<file path="src/hw/rtl/cst_pkg.sv">
package cst_pkg;

   localparam int OFFSET_BITS = 16;
   localparam int LENGTH_BITS = 12;

   localparam int FIFO_DEPTH = 4;
   localparam int FIFO_PTR_BITS = $clog2(FIFO_DEPTH);
   localparam int FIFO_CNT_BITS = $clog2(FIFO_DEPTH + 1);

   localparam int KW_INT = 0;
   localparam int KW_DOUBLE = 1;
   localparam int KW_PRINT = 2;
   localparam int KW_COUNT = 3;

   localparam logic [2:0] KW_ALL = 3'b111;

   // keyword spellings, left aligned in six bytes
   localparam logic [47:0] KW_INT_TEXT = {"int", 24'h0};
   localparam logic [47:0] KW_DOUBLE_TEXT = "double";
   localparam logic [47:0] KW_PRINT_TEXT = {"print", 8'h0};

   typedef logic [OFFSET_BITS-1:0] offset_type;
   typedef logic [LENGTH_BITS-1:0] length_type;

   typedef enum logic [3:0] {
      KIND_EOF,
      KIND_ASSIGN,
      KIND_PLUS,
      KIND_MINUS,
      KIND_STAR,
      KIND_SLASH,
      KIND_SEMI,
      KIND_LPAREN,
      KIND_RPAREN,
      KIND_INT_LIT,
      KIND_DOUBLE_LIT,
      KIND_INT_KW,
      KIND_DOUBLE_KW,
      KIND_PRINT,
      KIND_IDENT,
      KIND_ERROR
   } kind_type;

   typedef enum logic [1:0] {
      MODE_IDLE,
      MODE_IDENT,
      MODE_NUMBER
   } mode_type;

   typedef struct packed {
      kind_type   kind;
      offset_type start_offset;
      length_type token_length;
   } token_type;

   // an entry holds the one or two tokens of a request; a lone token sits in second
   typedef struct packed {
      logic      two;
      token_type first;
      token_type second;
   } entry_type;

   typedef struct packed {
      logic full;
      logic empty;
   } fifo_status_type;

   function automatic logic is_alpha(logic [7:0] c);
      return (c >= "a" && c <= "z") || (c >= "A" && c <= "Z");
   endfunction

   function automatic logic is_digit(logic [7:0] c);
      return c >= "0" && c <= "9";
   endfunction

   function automatic logic is_space(logic [7:0] c);
      return c == " " || (c >= 8'd9 && c <= 8'd13);
   endfunction

   function automatic logic is_ident_char(logic [7:0] c);
      return is_alpha(c) || is_digit(c) || c == "_";
   endfunction

   function automatic kind_type op_kind(logic [7:0] c);
      kind_type k;
      unique case (c)
         "=":     k = KIND_ASSIGN;
         "+":     k = KIND_PLUS;
         "-":     k = KIND_MINUS;
         "*":     k = KIND_STAR;
         "/":     k = KIND_SLASH;
         ";":     k = KIND_SEMI;
         "(":     k = KIND_LPAREN;
         ")":     k = KIND_RPAREN;
         default: k = KIND_ERROR;
      endcase
      return k;
   endfunction

   function automatic length_type kw_len(int i);
      length_type n;
      unique case (i)
         KW_INT:    n = LENGTH_BITS'(3);
         KW_DOUBLE: n = LENGTH_BITS'(6);
         default:   n = LENGTH_BITS'(5);
      endcase
      return n;
   endfunction

   function automatic kind_type kw_kind(int i);
      kind_type k;
      unique case (i)
         KW_INT:    k = KIND_INT_KW;
         KW_DOUBLE: k = KIND_DOUBLE_KW;
         default:   k = KIND_PRINT;
      endcase
      return k;
   endfunction

   function automatic logic [7:0] kw_byte(int i, logic [2:0] idx);
      logic [47:0] text;
      logic [7:0]  b;
      unique case (i)
         KW_INT:    text = KW_INT_TEXT;
         KW_DOUBLE: text = KW_DOUBLE_TEXT;
         default:   text = KW_PRINT_TEXT;
      endcase
      if (idx > 3'd5) begin
         b = 8'h0;
      end else begin
         b = text[47 - 8 * int'(idx) -: 8];
      end
      return b;
   endfunction

   // drop keywords that no longer match the identifier as a prefix
   function automatic logic [2:0] narrow(logic [2:0] cand, length_type count, logic [7:0] c);
      logic [2:0] r;
      r = cand;
      for (int i = 0; i < KW_COUNT; i++) begin
         if (count >= kw_len(i) || kw_byte(i, count[2:0]) != c) begin
            r[i] = 1'b0;
         end
      end
      return r;
   endfunction

   function automatic kind_type ident_kind(logic [2:0] cand, length_type count);
      kind_type k;
      k = KIND_IDENT;
      for (int i = 0; i < KW_COUNT; i++) begin
         if (cand[i] && count == kw_len(i)) begin
            k = kw_kind(i);
         end
      end
      return k;
   endfunction

endpackage

</file>
<file path="src/hw/rtl/cst_if.sv">
interface cst_req_if;
   import cst_pkg::*;

   logic       valid;
   logic       ready;
   logic [7:0] ch;
   logic       end_of_input;

   modport source (output valid, output ch, output end_of_input, input ready);
   modport sink (input valid, input ch, input end_of_input, output ready);
endinterface

interface cst_rsp_if;
   import cst_pkg::*;

   logic       valid;
   logic       ready;
   kind_type   kind;
   offset_type start_offset;
   length_type token_length;
   logic       last_of_run;

   modport source (
      output valid, output kind, output start_offset, output token_length,
      output last_of_run, input ready
   );
   modport sink (
      input valid, input kind, input start_offset, input token_length,
      input last_of_run, output ready
   );
endinterface

</file>
<file path="src/hw/rtl/cst_front.sv">
module cst_front (
   input  logic                     clock,
   input  logic                     reset,
   cst_req_if.sink                  req_bus,
   input  cst_pkg::fifo_status_type status,
   output logic                     push,
   output cst_pkg::entry_type       push_entry
);
   import cst_pkg::*;

   mode_type   mode_ff, mode_in;
   logic       dot_ff, dot_in;
   offset_type start_ff, start_in;
   length_type count_ff, count_in;
   offset_type pos_ff, pos_in;
   logic [2:0] cand_ff, cand_in;

   logic       accept;
   logic [7:0] c;
   logic       idle_go;
   logic       flush_v, new_v;
   token_type  pending_tok, new_tok;
   length_type count_grown;

   assign req_bus.ready = !status.full;
   assign accept = req_bus.valid && req_bus.ready;
   assign c = req_bus.ch;
   assign count_grown = (count_ff != '1) ? count_ff + 1'b1 : count_ff;

   always_comb begin
      pending_tok.kind = (mode_ff == MODE_IDENT) ? ident_kind(cand_ff, count_ff)
                       : (dot_ff ? KIND_DOUBLE_LIT : KIND_INT_LIT);
      pending_tok.start_offset = start_ff;
      pending_tok.token_length = count_ff;
   end

   always_comb begin
      mode_in = mode_ff;
      dot_in = dot_ff;
      start_in = start_ff;
      count_in = count_ff;
      pos_in = pos_ff;
      cand_in = cand_ff;
      idle_go = 1'b0;
      flush_v = 1'b0;
      new_v = 1'b0;
      new_tok.kind = KIND_EOF;
      new_tok.start_offset = pos_ff;
      new_tok.token_length = '0;
      if (req_bus.end_of_input) begin
         flush_v = (mode_ff != MODE_IDLE);
         new_v = 1'b1;
         mode_in = MODE_IDLE;
         dot_in = 1'b0;
         start_in = '0;
         count_in = '0;
         pos_in = '0;
         cand_in = KW_ALL;
      end else begin
         unique case (mode_ff)
            MODE_IDENT: begin
               if (is_ident_char(c)) begin
                  cand_in = narrow(cand_ff, count_ff, c);
                  count_in = count_grown;
               end else begin
                  flush_v = 1'b1;
                  idle_go = 1'b1;
               end
            end
            MODE_NUMBER: begin
               if (is_digit(c) || (c == "." && !dot_ff)) begin
                  dot_in = dot_ff || (c == ".");
                  count_in = count_grown;
               end else begin
                  flush_v = 1'b1;
                  idle_go = 1'b1;
               end
            end
            default: begin
               idle_go = 1'b1;
            end
         endcase
         if (idle_go) begin
            mode_in = MODE_IDLE;
            dot_in = 1'b0;
            count_in = '0;
            cand_in = KW_ALL;
            if (is_alpha(c) || c == "_") begin
               mode_in = MODE_IDENT;
               start_in = pos_ff;
               cand_in = narrow(KW_ALL, '0, c);
               count_in = LENGTH_BITS'(1);
            end else if (is_digit(c)) begin
               mode_in = MODE_NUMBER;
               start_in = pos_ff;
               count_in = LENGTH_BITS'(1);
            end else if (!is_space(c)) begin
               new_v = 1'b1;
               new_tok.kind = op_kind(c);
               new_tok.token_length = LENGTH_BITS'(1);
            end
         end
         pos_in = pos_ff + 1'b1;
      end
   end

   assign push = accept && (flush_v || new_v);
   assign push_entry.two = flush_v && new_v;
   assign push_entry.first = pending_tok;
   assign push_entry.second = new_v ? new_tok : pending_tok;

   always_ff @(posedge clock) begin
      if (reset) begin
         mode_ff <= MODE_IDLE;
         dot_ff <= 1'b0;
         start_ff <= '0;
         count_ff <= '0;
         pos_ff <= '0;
         cand_ff <= KW_ALL;
      end else if (accept) begin
         mode_ff <= mode_in;
         dot_ff <= dot_in;
         start_ff <= start_in;
         count_ff <= count_in;
         pos_ff <= pos_in;
         cand_ff <= cand_in;
      end
   end

endmodule

</file>
<file path="src/hw/rtl/cst_fifo.sv">
module cst_fifo (
   input  logic                     clock,
   input  logic                     reset,
   input  logic                     push,
   input  cst_pkg::entry_type       push_entry,
   input  logic                     pop,
   output cst_pkg::entry_type       head_entry,
   output cst_pkg::fifo_status_type status
);
   import cst_pkg::*;

   entry_type                mem_ff [FIFO_DEPTH];
   logic [FIFO_PTR_BITS-1:0] wr_ptr_ff, wr_ptr_in;
   logic [FIFO_PTR_BITS-1:0] rd_ptr_ff, rd_ptr_in;
   logic [FIFO_CNT_BITS-1:0] count_ff, count_in;

   assign status.full = (count_ff == FIFO_CNT_BITS'(FIFO_DEPTH));
   assign status.empty = (count_ff == '0);
   assign head_entry = mem_ff[rd_ptr_ff];

   always_comb begin
      wr_ptr_in = wr_ptr_ff;
      rd_ptr_in = rd_ptr_ff;
      count_in = count_ff;
      if (push) begin
         wr_ptr_in = (wr_ptr_ff == FIFO_PTR_BITS'(FIFO_DEPTH - 1)) ? '0 : wr_ptr_ff + 1'b1;
      end
      if (pop) begin
         rd_ptr_in = (rd_ptr_ff == FIFO_PTR_BITS'(FIFO_DEPTH - 1)) ? '0 : rd_ptr_ff + 1'b1;
      end
      if (push && !pop) begin
         count_in = count_ff + 1'b1;
      end else if (pop && !push) begin
         count_in = count_ff - 1'b1;
      end
   end

   always_ff @(posedge clock) begin
      if (reset) begin
         wr_ptr_ff <= '0;
         rd_ptr_ff <= '0;
         count_ff <= '0;
      end else begin
         wr_ptr_ff <= wr_ptr_in;
         rd_ptr_ff <= rd_ptr_in;
         count_ff <= count_in;
      end
   end

   always_ff @(posedge clock) begin
      if (push) begin
         mem_ff[wr_ptr_ff] <= push_entry;
      end
   end

   a_no_overflow: assert property (@(posedge clock) disable iff (reset)
      push |-> !status.full || pop)
      else $error("queue written while full");

   a_no_underflow: assert property (@(posedge clock) disable iff (reset)
      pop |-> !status.empty)
      else $error("queue read while empty");

   a_count_bound: assert property (@(posedge clock) disable iff (reset)
      count_ff <= FIFO_CNT_BITS'(FIFO_DEPTH))
      else $error("queue count out of range");

   a_count_push: assert property (@(posedge clock) disable iff (reset)
      push && !pop |=> count_ff == $past(count_ff) + 1'b1)
      else $error("queue count missed a write");

endmodule

</file>
<file path="src/hw/rtl/cst_back.sv">
module cst_back (
   input  logic                     clock,
   input  logic                     reset,
   input  cst_pkg::entry_type       head_entry,
   input  cst_pkg::fifo_status_type status,
   output logic                     pop,
   cst_rsp_if.source                rsp_bus
);
   import cst_pkg::*;

   logic      valid_ff, valid_in;
   logic      second_ff, second_in;
   token_type tok_ff, tok_in;
   logic      last_ff, last_in;
   logic      load;

   assign load = !valid_ff || rsp_bus.ready;

   always_comb begin
      pop = 1'b0;
      valid_in = valid_ff && !rsp_bus.ready;
      second_in = second_ff;
      tok_in = tok_ff;
      last_in = last_ff;
      if (load) begin
         if (second_ff) begin
            valid_in = 1'b1;
            tok_in = head_entry.second;
            last_in = 1'b1;
            second_in = 1'b0;
            pop = 1'b1;
         end else if (!status.empty) begin
            valid_in = 1'b1;
            if (head_entry.two) begin
               tok_in = head_entry.first;
               last_in = 1'b0;
               second_in = 1'b1;
            end else begin
               tok_in = head_entry.second;
               last_in = 1'b1;
               pop = 1'b1;
            end
         end
      end
   end

   always_ff @(posedge clock) begin
      if (reset) begin
         valid_ff <= 1'b0;
         second_ff <= 1'b0;
      end else begin
         valid_ff <= valid_in;
         second_ff <= second_in;
      end
   end

   always_ff @(posedge clock) begin
      tok_ff <= tok_in;
      last_ff <= last_in;
   end

   assign rsp_bus.valid = valid_ff;
   assign rsp_bus.kind = tok_ff.kind;
   assign rsp_bus.start_offset = tok_ff.start_offset;
   assign rsp_bus.token_length = tok_ff.token_length;
   assign rsp_bus.last_of_run = last_ff;

endmodule

</file>
<file path="src/hw/rtl/char_stream_tokenizer_top.sv">
// character stream tokenizer
// req_bus takes one source byte per request in ch, or an end marker when
// end_of_input is set (ch is then ignored). rsp_bus gives tokens: kind,
// start_offset, token_length and last_of_run, which marks the final token
// caused by a request. a request gives zero, one or two tokens; the end
// marker flushes a pending token, adds an eof token and restarts offsets at 0.
// the front scanner takes one byte per cycle while the queue is not full and
// writes the tokens of a request as one entry into a four-entry queue; the
// back stage sends one token per cycle from that queue through an output
// register while rsp_bus.ready is high. the first token of a request is
// written into the queue and then loaded into the output register before it
// is valid on rsp_bus. a request that closes a token and opens an operator
// gives two tokens, sent one after the other; the queue absorbs such bursts.
// a token held by a stalled receiver stays on rsp_bus; once the queue is full
// req_bus.ready drops until the back stage frees an entry.
// reset (synchronous) empties the queue and clears the scanner state.
module char_stream_tokenizer_top (
   input  logic       clock,
   input  logic       reset,
   cst_req_if.sink    req_bus,
   cst_rsp_if.source  rsp_bus
);
   import cst_pkg::*;

   logic            push;
   logic            pop;
   entry_type       push_entry;
   entry_type       head_entry;
   fifo_status_type status;

   cst_front u_front (
      .clock      (clock),
      .reset      (reset),
      .req_bus    (req_bus),
      .status     (status),
      .push       (push),
      .push_entry (push_entry)
   );

   cst_fifo u_fifo (
      .clock      (clock),
      .reset      (reset),
      .push       (push),
      .push_entry (push_entry),
      .pop        (pop),
      .head_entry (head_entry),
      .status     (status)
   );

   cst_back u_back (
      .clock      (clock),
      .reset      (reset),
      .head_entry (head_entry),
      .status     (status),
      .pop        (pop),
      .rsp_bus    (rsp_bus)
   );

endmodule

</file>
<file path="src/flat_wrapper.sv">
// flat-port wrapper written by rule: the top's interface ports become plain ports
module char_stream_tokenizer_top_flat import cst_pkg::*;
  (clock, reset, req_bus_valid, req_bus_ch, req_bus_end_of_input, req_bus_ready, rsp_bus_valid, rsp_bus_kind, rsp_bus_start_offset, rsp_bus_token_length, rsp_bus_last_of_run, rsp_bus_ready);
  cst_req_if req_bus_i ();
  cst_rsp_if rsp_bus_i ();
  input  logic clock;
  input  logic reset;
  input wire logic [$bits(req_bus_i.valid)-1:0] req_bus_valid;
  input wire logic [$bits(req_bus_i.ch)-1:0] req_bus_ch;
  input wire logic [$bits(req_bus_i.end_of_input)-1:0] req_bus_end_of_input;
  output wire logic [$bits(req_bus_i.ready)-1:0] req_bus_ready;
  output wire logic [$bits(rsp_bus_i.valid)-1:0] rsp_bus_valid;
  output wire logic [$bits(rsp_bus_i.kind)-1:0] rsp_bus_kind;
  output wire logic [$bits(rsp_bus_i.start_offset)-1:0] rsp_bus_start_offset;
  output wire logic [$bits(rsp_bus_i.token_length)-1:0] rsp_bus_token_length;
  output wire logic [$bits(rsp_bus_i.last_of_run)-1:0] rsp_bus_last_of_run;
  input wire logic [$bits(rsp_bus_i.ready)-1:0] rsp_bus_ready;
  assign req_bus_i.valid = req_bus_valid;
  assign req_bus_i.ch = req_bus_ch;
  assign req_bus_i.end_of_input = req_bus_end_of_input;
  assign req_bus_ready = req_bus_i.ready;
  assign rsp_bus_valid = rsp_bus_i.valid;
  assign rsp_bus_kind = rsp_bus_i.kind;
  assign rsp_bus_start_offset = rsp_bus_i.start_offset;
  assign rsp_bus_token_length = rsp_bus_i.token_length;
  assign rsp_bus_last_of_run = rsp_bus_i.last_of_run;
  assign rsp_bus_i.ready = rsp_bus_ready;
  char_stream_tokenizer_top u_core (.clock(clock), .reset(reset), .req_bus(req_bus_i), .rsp_bus(rsp_bus_i));
endmodule
</file>
<file path="config.mk">
export PLATFORM = sky130hd
export DESIGN_NAME = char_stream_tokenizer_top_flat
export DESIGN_NICKNAME = d
export VERILOG_FILES = /design/src/hw/rtl/cst_pkg.sv /design/src/hw/rtl/cst_if.sv /design/src/hw/rtl/cst_front.sv /design/src/hw/rtl/cst_fifo.sv /design/src/hw/rtl/cst_back.sv /design/src/hw/rtl/char_stream_tokenizer_top.sv /design/src/flat_wrapper.sv
export SDC_FILE = /design/constraint.sdc
export NUM_CORES = 1
export LEC_CHECK = 0
export ABC_AREA = 1
export BUFFER_PORTS_ARGS = -buffer_cell sky130_fd_sc_hd__buf_4
export CORE_MARGIN = 8
export CORE_UTILIZATION = 58
export CTS_BUF_LIST = sky130_fd_sc_hd__clkbuf_8
export DETAILED_ROUTE_END_ITERATION = 7
export PLACE_DENSITY_LB_ADDON = 0.12
export SYNTH_ARGS = -nofsm -noshare
export SYNTH_HDL_FRONTEND = slang
export SYNTH_SLANG_ARGS = --single-unit
</file>
<file path="constraint.sdc">
create_clock -name clock -period 5.2 [get_ports clock]
set_clock_uncertainty 0.2 [all_clocks]
set_input_delay 0.78 -clock clock [delete_from_list [all_inputs] [get_ports clock]]
set_output_delay 0.78 -clock clock [all_outputs]
set_load 0.1 [all_outputs]
</file>
==> metrics.log <==
[metrics] Rows: 59
[metrics] Post-Synthesis Cells: 1436
[metrics] vias in the first global route: 10472
[metrics] placer's final routability congestion estimate: 0.879
[metrics] total leakage power: 5.98 nW
[metrics] share of power burned in combinational logic: 0.390
[metrics] startpoint type of the worst setup path: register
[metrics] deepest level of the CTS H-tree: 2
[metrics] clock latency on the worst-skew pair: between 0.5 and 0.6 ns
[metrics] CTS clk-pin slew, worst paths: 0.07 ns
[metrics] IO Port Bufs: between 40 and 50
[metrics] final core utilization: 0.651
[metrics] Async S/R FF share, synth: 0
[metrics] library cell with the largest summed area after synthesis: sky130_fd_sc_hd__edfxtp_1
[metrics] count of distinct cell types in the synthesized netlist: 45
[metrics] Syn Area/Cell: 10.7 sq um
[metrics] WHS Path Cells: 2
[metrics] Synth top cells by count: sky130_fd_sc_hd__edfxtp_1, sky130_fd_sc_hd__nor2_1, sky130_fd_sc_hd__o21ai_0
[metrics] pre-CTS setup slack: 1.42 ns
[metrics] clock period minus final worst setup slack: 3.53 ns
[metrics] Adder-Cell Fraction of Synth Area: 0.0160
[metrics] switching portion of total power: 0.429
[metrics] share of synthesized area occupied by flip-flops and latches: 0.645
[metrics] CTS root buffer: sky130_fd_sc_hd__clkbuf_8
[metrics] non-filler cells in the finished layout: 1864
[metrics] measured slew at the worst slew-check pin: roughly 0.83 ns
[metrics] worst path arrival time: about 3.7 ns
[metrics] Yosys reg bits: 350
[metrics] Setup Viol. Count Final: 0
[metrics] Slew HR: 0.450
[metrics] minimum setup slack in the final design: 1.67 ns
[metrics] crit path kind: register to register
[metrics] maximum resistive drop on vdd: approximately 470 uV
[metrics] synth warn: 0
[metrics] multiplexer share of the synthesized area: 0
[metrics] total placed instance area: 16000 sq um
[metrics] Total Die Area: 31900 sq um
[metrics] Initial Utilization: 0.590
[metrics] final design area excluding fillers: 16900 sq um
[metrics] post-synthesis simple-gate area fraction: 0.152
[metrics] area fraction of the dominant cell type after synthesis: 0.566
[metrics] syn nets: about 1500
[metrics] first-pass GRT wire length: 56.2 mm
[metrics] IO Pins: 48
[metrics] Internal: 0.00546 W
[metrics] number of violations reported at the end of detailed-routing iteration 0: between 1000 and 1500
[metrics] placed cell count: 1763
[metrics] maximum clock insertion buffer count: 3
[metrics] number of buffers added by the clock tree synthesis step: 54
[metrics] total wire length after detailed routing: between 30 and 40 mm
[metrics] Compound-Gate Fraction of Synth Area: 0.122
[metrics] floorplan core area: ~26000 sq um
[metrics] outcome: finished clean
[metrics] final hold violations: 0
[metrics] die extent in y: about 180 um
[metrics] Via-to-Cell Ratio: 5.76
[metrics] Final Slew Violations: 0
[metrics] final worst-path cycle share: 0.679
[metrics] maximum clock rate: 283 MHz
[metrics] unrepaired setup endpoints after global routing: false
[metrics] GRT Util Overall: 0.222
[metrics] CTS tree: built
[metrics] WL/cell: 18.7 um
[metrics] Hold Slack: 0.252 ns
[metrics] pin count of the biggest net entering global routing: 83
[metrics] quantity of gates resized following cts: 0
[metrics] Total Nets Final: 1516
[metrics] Die X: approximately 180 um
[metrics] # Max-Cap Violations: 0
[metrics] combined area of all synthesized cells: 15300 sq um
[metrics] required time of the critical path: 5.33 ns
[metrics] final global-route overflow total: 0
[metrics] Sequential Power Share: 0.399
[metrics] share of the synthesized netlist area taken by xor and xnor gates: 0.00913
[metrics] maximum net fanout on the critical path: 82
[metrics] Synth Flop Type: sky130_fd_sc_hd__edfxtp_1
[metrics] number of sinks driven by the clock tree: 350
[metrics] leading cell type by number of instances after synthesis: sky130_fd_sc_hd__edfxtp_1
[metrics] Power per Cell Area: about 560 nW/um^2
[metrics] synthesis-to-layout area growth: 10.2%
[metrics] hpwl dp: 21.5 mm
[metrics] antenna violations before repair: 0
[metrics] part of the power in the clock network: 0.211
[metrics] DRT Pass-1 Iters: 5
[metrics] Net Switching: 0.00409 W
[metrics] count of antenna-violating nets left after detailed routing: 0
[metrics] Inserted Diodes: 0
[metrics] main area contributors after synthesis: sky130_fd_sc_hd__edfxtp_1, sky130_fd_sc_hd__dfxtp_1, sky130_fd_sc_hd__o21ai_0, sky130_fd_sc_hd__nor2_1, sky130_fd_sc_hd__nand2_1
[metrics] layout cell share with drive strength beyond 1: 0.126
[metrics] Setup Fix Bufs, Post-CTS: 0
[metrics] worst reg2reg path depth: 9
[metrics] drt drc: 0
[metrics] Setup crit end kind: register
[metrics] vias after detailed routing: 10738
[metrics] Hold WC Path Type: register to register
[metrics] hold bufs inserted after CTS: 0
[metrics] dominant combinational cell family by area after synthesis: simple AND/OR/NAND/NOR gates
[metrics] count of flip-flops with a built-in enable after synthesis: 289
power groups by stage:
stage / Sequential [W] / Combinational [W] / Clock (W)
2_1_floorplan: 0.00481 / 0.00179 / 0
3_3_place_gp: 0.00386 / 0.00368 / 0
3_5_place_dp: 0.00387 / 0.00374 / 0
4_1_cts: 0.00381 / 0.00375 / 0.00205
5_1_grt: 0.00385 / 0.00405 / 0.00218
6_report: 0.00381 / 0.00372 / 0.00202
metal layers:
metal | vias up | global-route usage | routed length, um
met5 | - | 0 | 0
met4 | 0 | 0.0723 | 794
met3 | 48 | 0.0337 | 2450
met2 | 394 | 0.351 | 16100
met1 | 5167 | 0.313 | 15600
li1 | 5129 | - | -
layout make-up:
class	instances	area [sq um]
fillers	2058	9070
repair buffers	63	536
multi-input cells	886	4610
well taps	335	419
clock inverters	47	208
flip-flops and latches	350	9900
inverters	129	490
clock buffers	54	743
cells by family after synthesis:
logic type / after synthesis
AND/OR/NAND/NOR: 520
XOR/XNOR: 16
buffers and inverters: 200
adder cells (fa/ha/maj): 19
AO/OA/AOI/OAI: 331
flip-flops: 350
worst max-delay path, cell delays in order, from the launching register on:
cell and delay (ns):
sky130_fd_sc_hd__dfxtp_4 0.66, sky130_fd_sc_hd__buf_4 0.71, sky130_fd_sc_hd__o21ai_0 0.21, sky130_fd_sc_hd__o22ai_1 0.23, sky130_fd_sc_hd__nand2_1 0.11, sky130_fd_sc_hd__inv_1 0.08, sky130_fd_sc_hd__buf_4 0.49, sky130_fd_sc_hd__o221ai_1 0.26
sky130_fd_sc_hd__o21ai_0 0.22, sky130_fd_sc_hd__inv_1 0.07
path summary, 6_finish.rpt:
check                                 start                       endpoint  slack [ns]
setup / recovery                   register  u_core.u_back.rsp_bus.kind[1]        1.67
hold / removal    u_core.u_front.cand_ff[2]      u_core.u_front.cand_ff[2]        0.25
setup reg to reg                   register  u_core.u_back.rsp_bus.kind[1]        1.67
hold reg to reg   u_core.u_front.cand_ff[2]      u_core.u_front.cand_ff[2]        0.25
registers in the layout, indices dropped and copies added (netlist names), 2 cells and up, named ones only:
| register | count |
|---|---|
| u_core.u_back.rsp_bus.kind | 4 |
| u_core.u_back.rsp_bus.start_offset | 16 |
| u_core.u_back.rsp_bus.token_length | 12 |
| u_core.u_fifo.count_ff | 3 |
| u_core.u_fifo.mem_ff | 256 |
| u_core.u_fifo.rd_ptr_ff | 2 |
| u_core.u_fifo.wr_ptr_ff | 2 |
| u_core.u_front.cand_ff | 3 |
| u_core.u_front.count_ff | 12 |
| u_core.u_front.mode_ff | 2 |
| u_core.u_front.pos_ff | 16 |
| u_core.u_front.start_ff | 16 |
metrics by stage:
stage / total power (W) / TNS (ns)
6_report: 0.00955 / 0
3_3_place_gp: 0.00754 / 0
5_1_grt: 0.0101 / 0
4_1_cts: 0.00962 / 0
2_1_floorplan: 0.00660 / -1.97
3_5_place_dp: 0.00762 / 0
cells in the final DEF, fill, tap and decap left out, drive strengths merged, types with 2 or more instances in the layout:
cell	instances
nand4	10
nand3	66
ha	18
or2	3
inv	143
clkinvlp	2
edfxtp	289
nor2	239
nor3	28
xor2	16
clkbuf	54
clkinv	31
o22ai	33
a21oi	52
a31oi	10
nand3b	3
buf	63
o21ai	206
dfxtp	61
o221ai	25
nand2	170
Power figures use the tool's default switching activity.
